$ cat src/rtl/p2h_pkg.sv
// ----------------------------------------------------------------------------
// p2h_pkg
// Types, widths, register codes and arithmetic helpers for the pixel to
// hex cube rounding pipeline.
// ----------------------------------------------------------------------------
package p2h_pkg;

   localparam int FRAC_BITS  = 16;

   localparam int PIX_W      = 16;
   localparam int COEF_W     = 18;
   localparam int CELL_W     = 10;
   localparam int CUBE_W     = 14;
   localparam int CSR_IDX_W  = 3;
   localparam int CSR_DATA_W = 18;

   // offset from origin and its magnitude
   localparam int OFF_W      = PIX_W + 1;
   localparam int MAG_W      = PIX_W;

   // pipelined divider: quotient bits resolved per stage
   localparam int DIV_W      = MAG_W + FRAC_BITS;
   localparam int DIV_BPS    = 4;
   localparam int DIV_STG    = (DIV_W + DIV_BPS - 1) / DIV_BPS;
   localparam int DIV_PAD_W  = DIV_STG * DIV_BPS;
   // magnitude stage, division stages, sign stage
   localparam int DIV_LAT    = DIV_STG + 2;

   localparam int REL_W      = DIV_PAD_W + 1;
   localparam int PROD_W     = COEF_W + REL_W;
   localparam int SUM_W      = PROD_W + 1;
   localparam int FIX_W      = SUM_W - FRAC_BITS;
   localparam int FZ_W       = FIX_W + 1;
   localparam int INT_W      = FZ_W - FRAC_BITS + 1;
   localparam int ALT_W      = INT_W + 1;
   localparam int ERR_W      = FRAC_BITS;

   // multiply, sum, round xy, round z, select, output
   localparam int LAT        = DIV_LAT + 6;

   typedef logic signed [PIX_W-1:0]      pixel_type;
   typedef logic signed [COEF_W-1:0]     coef_type;
   typedef logic        [CELL_W-1:0]     cell_type;
   typedef logic signed [CUBE_W-1:0]     cube_type;
   typedef logic        [CSR_IDX_W-1:0]  csr_idx_type;
   typedef logic        [CSR_DATA_W-1:0] csr_data_type;
   typedef logic signed [OFF_W-1:0]      off_type;
   typedef logic signed [REL_W-1:0]      rel_type;
   typedef logic signed [PROD_W-1:0]     prod_type;
   typedef logic signed [SUM_W-1:0]      sum_type;
   typedef logic signed [FIX_W-1:0]      fix_type;
   typedef logic signed [FZ_W-1:0]       fz_type;
   typedef logic signed [INT_W-1:0]      int_type;
   typedef logic signed [ALT_W-1:0]      alt_type;
   typedef logic        [ERR_W-1:0]      err_type;

   typedef struct packed {
      logic [CELL_W-1:0]    rem;
      logic [DIV_PAD_W-1:0] word;
   } div_state_type;

   localparam csr_idx_type CSR_COEF_B0   = CSR_IDX_W'(0);
   localparam csr_idx_type CSR_COEF_B1   = CSR_IDX_W'(1);
   localparam csr_idx_type CSR_COEF_B2   = CSR_IDX_W'(2);
   localparam csr_idx_type CSR_COEF_B3   = CSR_IDX_W'(3);
   localparam csr_idx_type CSR_ORIGIN_X  = CSR_IDX_W'(4);
   localparam csr_idx_type CSR_ORIGIN_Y  = CSR_IDX_W'(5);
   localparam csr_idx_type CSR_CELL_SIZE = CSR_IDX_W'(6);

   localparam coef_type  COEF_B0_RST   = COEF_W'(37837);
   localparam coef_type  COEF_B1_RST   = COEF_W'(-21845);
   localparam coef_type  COEF_B2_RST   = COEF_W'(0);
   localparam coef_type  COEF_B3_RST   = COEF_W'(43691);
   localparam pixel_type ORIGIN_RST    = PIX_W'(0);
   localparam cell_type  CELL_SIZE_RST = CELL_W'(10);

   localparam cube_type CUBE_MIN = {1'b1, {(CUBE_W-1){1'b0}}};
   localparam cube_type CUBE_MAX = {1'b0, {(CUBE_W-1){1'b1}}};

   localparam logic [FRAC_BITS-1:0] FRAC_HALF = FRAC_BITS'(1) << (FRAC_BITS - 1);

   // nearest integer, ties away from zero
   function automatic int_type round_int(fz_type v);
      fz_type fl;
      logic   up;
      fl = v >>> FRAC_BITS;
      if (v[FZ_W-1]) begin
         up = (v[FRAC_BITS-1:0] > FRAC_HALF);
      end else begin
         up = (v[FRAC_BITS-1:0] >= FRAC_HALF);
      end
      return INT_W'(fl) + int_type'(up);
   endfunction

   // distance to the nearest integer, same for either sign
   function automatic err_type round_err(logic [FRAC_BITS-1:0] f);
      logic [FRAC_BITS-1:0] nf;
      nf = ~f + FRAC_BITS'(1);
      return (f < FRAC_HALF) ? f : nf;
   endfunction

   function automatic cube_type sat_cube(alt_type v);
      cube_type r;
      if (v < CUBE_MIN) begin
         r = CUBE_MIN;
      end else if (v > CUBE_MAX) begin
         r = CUBE_MAX;
      end else begin
         r = CUBE_W'(v);
      end
      return r;
   endfunction

endpackage

$ cat src/rtl/p2h_div.sv
// ----------------------------------------------------------------------------
// p2h_div
// Pipelined signed divide of (offset << FRAC_BITS) by the cell size,
// truncating toward zero, a few quotient bits per stage.
// ----------------------------------------------------------------------------
module p2h_div (
   input  logic               clock,
   input  logic               advance,
   input  p2h_pkg::cell_type  divisor,
   input  p2h_pkg::off_type   offset,
   output p2h_pkg::rel_type   rel
);
   import p2h_pkg::*;

   logic [MAG_W-1:0]   mag_ff;
   logic               neg_ff;
   logic [DIV_STG-1:0] sgn_ff;
   div_state_type      st_ff [DIV_STG];
   div_state_type      st_in [DIV_STG];
   div_state_type      start;
   rel_type            rel_ff;
   rel_type            rel_in;
   logic [MAG_W-1:0]   mag_in;

   // restoring division, remainder always stays below the divisor
   function automatic div_state_type div_steps(div_state_type s, cell_type d);
      logic [CELL_W:0] t;
      div_state_type   r;
      r = s;
      for (int i = 0; i < DIV_BPS; i++) begin
         t = {r.rem, r.word[DIV_PAD_W-1]};
         if (t >= {1'b0, d}) begin
            r.rem  = CELL_W'(t - {1'b0, d});
            r.word = {r.word[DIV_PAD_W-2:0], 1'b1};
         end else begin
            r.rem  = CELL_W'(t);
            r.word = {r.word[DIV_PAD_W-2:0], 1'b0};
         end
      end
      return r;
   endfunction

   assign mag_in = offset[OFF_W-1] ? MAG_W'(-offset) : MAG_W'(offset);

   always_comb begin
      start.rem  = '0;
      start.word = DIV_PAD_W'({mag_ff, {FRAC_BITS{1'b0}}});
      st_in[0]   = div_steps(start, divisor);
      for (int k = 1; k < DIV_STG; k++) begin
         st_in[k] = div_steps(st_ff[k-1], divisor);
      end
   end

   assign rel_in = sgn_ff[DIV_STG-1] ? -$signed({1'b0, st_ff[DIV_STG-1].word})
                                     :  $signed({1'b0, st_ff[DIV_STG-1].word});

   always_ff @(posedge clock) begin
      if (advance) begin
         mag_ff <= mag_in;
         neg_ff <= offset[OFF_W-1];
         sgn_ff <= {sgn_ff[DIV_STG-2:0], neg_ff};
         for (int k = 0; k < DIV_STG; k++) begin
            st_ff[k] <= st_in[k];
         end
         rel_ff <= rel_in;
      end
   end

   assign rel = rel_ff;

endmodule

$ cat config.mk
export PLATFORM = sky130hd
export DESIGN_NAME = p2h_div
export DESIGN_NICKNAME = d
export VERILOG_FILES = /design/src/rtl/p2h_pkg.sv /design/src/rtl/p2h_div.sv
export SDC_FILE = /design/constraint.sdc
export NUM_CORES = 1
export LEC_CHECK = 0
export ABC_CLOCK_PERIOD_IN_PS = 15400
export BUFFER_PORTS_ARGS = -buffer_cell sky130_fd_sc_hd__buf_2
export CAP_MARGIN = 20
export CORE_ASPECT_RATIO = 1.2
export CORE_MARGIN = 1.5
export CORE_UTILIZATION = 30
export CTS_BUF_LIST = sky130_fd_sc_hd__clkbuf_16
export DETAILED_ROUTE_END_ITERATION = 12
export GPL_ROUTABILITY_DRIVEN = 0
export REMOVE_ABC_BUFFERS = 1
export SLEW_MARGIN = 20
export SYNTH_ARGS = -nofsm -noshare
export SYNTH_HDL_FRONTEND = slang
export SYNTH_SLANG_ARGS = --single-unit
$ cat constraint.sdc
create_clock -name clock -period 15.4 [get_ports clock]
set_clock_uncertainty 0.2 [all_clocks]
set_input_delay 2.31 -clock clock [delete_from_list [all_inputs] [get_ports clock]]
set_output_delay 2.31 -clock clock [all_outputs]
set_load 0.01 [all_outputs]
==> flow_metrics.env, run 1 <==
export IMPL_status="complete, no violations"
export IMPL_slew_viol_final=0
export IMPL_io_buffers=61
export IMPL_arrival_ns=12.82
export IMPL_path_clk_slew_ns=0.06
export IMPL_end_kind="flip-flop"
export IMPL_cts_hold_buf=0
export IMPL_insertion_delay_ns=0.56
export IMPL_min_from="st_ff[0][127]"
export IMPL_first_pass_iters=6
export IMPL_synth_seq_cells=296
export IMPL_die_area_mm2=0.0881
export IMPL_grt_pass1_vias=19700
export IMPL_ant_nets=0
export IMPL_critPathTopFamily="compound AO/OA/AOI/OAI gates"
export IMPL_cap_violations=0
export IMPL_drive_gt1_share_pct=11.3
export IMPL_routed_wl_um=64300
export IMPL_grt_pass1_wl_um=103000
export IMPL_crit_start="divisor[4]"
export IMPL_cts_tree="built"
export IMPL_seq_area_frac_synth_pct=34.3
export IMPL_startpoint_type="primary input"
export IMPL_hold_ws_ns=0.210
export IMPL_period_share_pct=82.6
export IMPL_dpl_cell_count=3822
export IMPL_syn_avg_cell_area_um2=9.77
export IMPL_min_period_ns=12.72
export IMPL_ys_async_sr_fraction_pct=0
export IMPL_hpwl_um=47800
export IMPL_worstPathRequired_ns=15.50
export IMPL_synth_edf_count=296
export IMPL_initial_core_util_pct=30.4
export IMPL_drt_vias_per_instance=5.19
export IMPL_layout_cells_non_filler=3885
export IMPL_fin_setup_tns_ns=0
export IMPL_num_vias=20100
export IMPL_syn_area_mm2=0.0259
export IMPL_layout_common_cells="ha_1 (302), edfxtp_1 (296), a21oi_1 (199), nor2_1 (192), o21ai_0 (175)"
export IMPL_min_path_cells=0
export IMPL_max_freq_ghz=0.0786
export IMPL_layout_nets=3081
export IMPL_io_pins=62
export IMPL_cts_root_buf="clkbuf_16"
export IMPL_final_setup_viol_count=0
export IMPL_antenna_cells=0
export IMPL_max_stage_delay_ns=0.69
export IMPL_cts_max_level=2
export IMPL_grt_start_max_net_pins=95
export IMPL_synthCells=2649
export IMPL_worstMarginPinSlew_ns=1.09
export IMPL_ys_top_cells_by_area="edfxtp_1 (34%), ha_1 (15%), xnor2_1 (5.0%)"
export IMPL_rows=117
export IMPL_critical_path_buf_inv_count=8
export IMPL_synth_distinct_cells=85
export IMPL_fillers=8690
export IMPL_avgRoutedWirePerCell_um=16.5
export IMPL_slew_headroom_pct=27.6
export IMPL_grt_usage_pct=14.4
export IMPL_coreArea_mm2=0.0852
export IMPL_syn_to_final_growth_pct=11.8
export IMPL_grt_overflow_total=0
export IMPL_cts_sinks=296
export IMPL_crit_type="in -> reg"
export IMPL_ys_warn_count=0
export IMPL_worst_path_stages=43
export IMPL_post_cts_buffers=0
export IMPL_cts_resized=0
export IMPL_hold_class="reg -> reg"
export IMPL_final_common_cell="ha_1"
export IMPL_crit_slowest_cell="mux2i_1"
export IMPL_synth_top_cell_area_share_pct=34.3
export IMPL_rsz0062_at_grt="no"
export IMPL_r2r_start="st_ff[0][74]"
export IMPL_drt_drc_violations_left=0
export IMPL_reg2reg_depth=40
export IMPL_cp_max_fo=15
export IMPL_cts_made_buffers=36
export IMPL_synth_ff_type="edfxtp_1"
export IMPL_antenna_found_initial=0
export IMPL_dr_first_iter_drc_count=1173
export IMPL_hold_violations=0
export IMPL_synth_largest_area_cell="edfxtp_1"
export IMPL_clock_path_buffers=3
export IMPL_die_h_um=325
export IMPL_fp_dieW_um=271
-- routing by layer --
layer	up-vias	routed length [µm]	part of all wire [%]	global-route usage [%]
met4	0	2390	3.7	5.50
met2	349	31500	49	25.8
met1	9516	28300	44	17.4
met5	-	0	0	0
met3	117	2090	3.3	1.74
li1	10200	-	-	-
-- worst paths after layout --
| kind | to | slack (ns) |
|---|---|---|
| worst max-delay path | st_ff[0][165] | 2.68 |
| worst min-delay path | st_ff[1][5] | 0.21 |
| worst max register to register | st_ff[0][117] | 4.80 |
| worst min register to register | st_ff[1][5] | 0.21 |
-- registers in the layout, summed over array words and instances (netlist names) --
register / cells
neg_ff: 1
rel: 33
sgn_ff: 8
st_ff: 238
mag_ff: 16
-- synthesized netlist by cell type, types with 17 or more instances --
library cell,number
ha_1,302
edfxtp_1,296
a21oi_1,199
nor2_1,193
o21ai_0,175
nand2_1,172
xnor2_1,149
inv_1,144
mux2_2,107
a21o_1,77
xor2_1,73
o21a_1,62
nor2b_1,48
nand4_1,46
nor3_1,44
clkbuf_1,39
nand2b_1,39
mux2i_1,35
o31ai_1,33
nand3_1,28
or3_1,21
o211ai_1,20
a211oi_1,19
and3_1,19
fa_1,19
a31oi_1,18
o31a_1,18
or2_2,18
o21bai_1,17
-- worst reg2reg max path, delay by kind of cell, from the launching register on --
| kind | cells | cell delay [ns] |
|---|---|---|
| AND/OR/NAND/NOR | 8 | 1.84 |
| adder cells (fa/ha/maj) | 4 | 1.19 |
| flip-flops | 1 | 0.43 |
| AO/OA/AOI/OAI | 23 | 5.89 |
| buffers and inverters | 5 | 0.78 |
-- metrics by stage --
| stage | utilization [%] | worst slack (ns) | area, µm² |
|---|---|---|---|
| after CTS | 33.9 | 2.75 | 28900 |
| after global routing | 34.0 | 1.80 | 28900 |
| after detailed placement | 32.5 | 2.20 | 27700 |
| final | 34.0 | 2.68 | 28900 |
| after global placement | 32.5 | 2.31 | 27700 |
| after floorplan | - | 2.95 | 25700 |
-- cells by family after synthesis --
group,share of synthesized area (%)
xor gates and xnor gates,7.51
DFF,34.3
buffers and inverters,3.00
adders and majority gates,16.1
AOI/OAI and AO/OA,19.4
muxes,6.51
and+or+nand+nor,13.2
-- layout make-up --
| type | count | area, µm² | share of cell area, % |
|---|---|---|---|
| Clock inverter | 25 | 304 | 1.05 |
| Multi-Input combinational cell | 2153 | 16200 | 56.1 |
| Inverter | 147 | 554 | 1.92 |
| Timing Repair Buffer | 97 | 606 | 2.09 |
| Sequential cell | 296 | 8890 | 30.7 |
| Tap cell | 1130 | 1410 | 4.89 |
| Clock buffer | 37 | 926 | 3.20 |
Power of run 1 is not shown: default switching activity piles up to over one toggle a cycle in this logic, so the estimate is an artifact.
==> run 2, diff against run 1 <==
--- a/config.mk
+++ b/config.mk
@@ -5,7 +5,8 @@
 export SDC_FILE = /design/constraint.sdc
 export NUM_CORES = 1
 export LEC_CHECK = 0
-export ABC_CLOCK_PERIOD_IN_PS = 15400
+export ABC_AREA = 1
+export ABC_CLOCK_PERIOD_IN_PS = 11300
 export BUFFER_PORTS_ARGS = -buffer_cell sky130_fd_sc_hd__buf_2
 export CAP_MARGIN = 20
 export CORE_ASPECT_RATIO = 1.2
==> constraint.sdc (replaced) <==
create_clock -name clock -period 11.3 [get_ports clock]
set_clock_uncertainty 0.2 [all_clocks]
set_input_delay 1.695 -clock clock [delete_from_list [all_inputs] [get_ports clock]]
set_output_delay 1.695 -clock clock [all_outputs]
set_load 0.01 [all_outputs]
==> flow_metrics.env, run 2 <==
export IMPL_hold_violations=0
export IMPL_startpoint_type="primary input"
export IMPL_syn_avg_cell_area_um2=7.98
export IMPL_synthCells=3443
export IMPL_min_path_cells=0
export IMPL_rsz0062_at_grt="no"
export IMPL_io_pins=62
export IMPL_synth_ff_type="edfxtp_1"
export IMPL_insertion_delay_ns=0.56
export IMPL_cts_root_buf="clkbuf_16"
export IMPL_grt_busiest_layer="met2"
export IMPL_drt_drc_violations_left=0
export IMPL_fin_setup_tns_ns=0
export IMPL_grt_usage_pct=15.2
export IMPL_grt_use_met3_pct=1.50
export IMPL_crit_slowest_cell="clkinv_1"
export IMPL_initial_core_util_pct=30.3
export IMPL_cts_hold_buf=0
export IMPL_cts_tree="built"
export IMPL_synth_distinct_cells=62
export IMPL_cts_made_buffers=38
export IMPL_grt_start_max_net_pins=177
export IMPL_final_util_pct=33.5
export IMPL_slew_viol_final=0
export IMPL_die_area_mm2=0.0934
export IMPL_hpwl_um=54700
export IMPL_status="complete, no violations"
export IMPL_avgRoutedWirePerCell_um=15.2
export IMPL_clock_path_buffers=3
export IMPL_synth_edf_count=296
export IMPL_final_setup_viol_count=0
export IMPL_coreArea_mm2=0.0907
export IMPL_gr_usage_met1_pct=18.2
export IMPL_hold_class="reg -> reg"
export IMPL_cap_violations=0
export IMPL_largest_register="st_ff"
export IMPL_rows=121
export IMPL_use_met2_pct=27.9
export IMPL_antenna_cells=0
export IMPL_period_share_pct=85.4
export IMPL_cts_max_level=2
export IMPL_cts_sinks=296
export IMPL_fp_dieW_um=279
export IMPL_cts_resized=0
export IMPL_ant_nets=0
export IMPL_ys_async_sr_fraction_pct=0
export IMPL_synth_top_cell_area_share_pct=32.3
export IMPL_synth_common_cells="nand2_1 (898), inv_1 (369), ha_1 (302), edfxtp_1 (296), nand3_1 (253)"
export IMPL_synth_most_common_cell="nand2_1"
export IMPL_reg2reg_depth=46
export IMPL_drive_gt1_share_pct=8.81
export IMPL_crit_type="in -> reg"
export IMPL_worstMarginPinSlew_ns=0.994
export IMPL_arrival_ns=9.77
export IMPL_syn_to_final_growth_pct=10.4
export IMPL_grt_pass1_vias=22300
export IMPL_final_common_cell="nand2_1"
export IMPL_max_stage_delay_ns=0.69
export IMPL_synth_seq_cells=296
export IMPL_cp_max_fo=15
export IMPL_antenna_found_initial=0
export IMPL_ys_warn_count=0
export IMPL_slew_headroom_pct=33.7
export IMPL_grt_overflow_total=0
export IMPL_largest_reg_flops=238
export IMPL_fin_ws_ns=1.65
export IMPL_end_kind="flip-flop"
export IMPL_first_pass_iters=6
export IMPL_grt_pass1_wl_um=115000
export IMPL_hold_ws_ns=0.202
export IMPL_die_h_um=335
export IMPL_seq_area_frac_synth_pct=32.3
export IMPL_layout_nets=3873
export IMPL_io_buffers=61
export IMPL_dpl_worst_slack_ns=1.03
export IMPL_ys_top_cells_by_area="edfxtp_1 (32%), ha_1 (14%), nand2_1 (12%)"
export IMPL_path_common_cell="nand2_1"
export IMPL_dr_first_iter_drc_count=1121
export IMPL_min_period_ns=9.65
export IMPL_path_clk_slew_ns=0.06
export IMPL_syn_area_mm2=0.0275
export IMPL_max_freq_ghz=0.104
export IMPL_post_cts_buffers=0
export IMPL_worstPathRequired_ns=11.42
export IMPL_routed_wl_um=71500
export IMPL_num_vias=23000
export IMPL_drt_vias_per_instance=4.87
export IMPL_layout_common_cells="nand2_1 (898), inv_1 (365), ha_1 (302), edfxtp_1 (296), nand3_1 (253)"
export IMPL_synth_largest_area_cell="edfxtp_1"
## run 2: path summary, 6_finish.rpt
path / start / slack [ns] / endpoint
worst max-delay path: divisor[3] / 1.65 / st_ff[1][125]
worst min-delay path: st_ff[1][14] / 0.20 / st_ff[1][60]
worst max register to register: mag_ff[15] / 3.18 / st_ff[0][35]
worst min register to register: st_ff[1][14] / 0.20 / st_ff[1][60]
## run 2: cell type report
cell class / count / area [µm²]
fillers: 9417 / 60300
inverters: 389 / 1480
clock buffers: 38 / 951
well taps: 1168 / 1460
repair buffers: 90 / 546
multi-input cells: 2708 / 16700
clock inverters: 30 / 307
flip-flops and latches: 296 / 8890
## run 2: metal layers
metal / up-vias / routed length [µm] / part of all wire (%)
met3: 144 / 2490 / 3.5
met4: 0 / 2570 / 3.6
met2: 434 / 35700 / 50
met5: - / 0 / 0
li1: 11800 / - / -
met1: 10600 / 30700 / 43
## run 2: critical path: cells and delay by family
kind | cells | cell delay, ns
compound gates | 9 | 1.42
fa+ha+maj | 4 | 1.60
buf+inv | 5 | 1.18
simple gates | 26 | 3.81
## run 2: stage by stage
step                      instance area [µm²]  cells
after floorplan                         27100   3393
after global placement                  29100   4651
after detailed placement                29100   4651
after CTS                               30300   4719
after global routing                    30300   4719
final                                   30300   4719
## run 2: logic make-up (layout without fill, tap and decap cells)
kind of cell / after synthesis / count (layout) / share of synthesized area, %
XOR/XNOR: 253 / 253 / 8.06
adder cells (fa/ha/maj): 321 / 321 / 15.1
AND/OR/NAND/NOR: 1616 / 1616 / 26.8
flip-flops: 296 / 296 / 32.3
AO/OA/AOI/OAI: 518 / 518 / 10.9
buffers and inverters: 439 / 547 / 6.83
Power of run 2 is left out for the same reason.
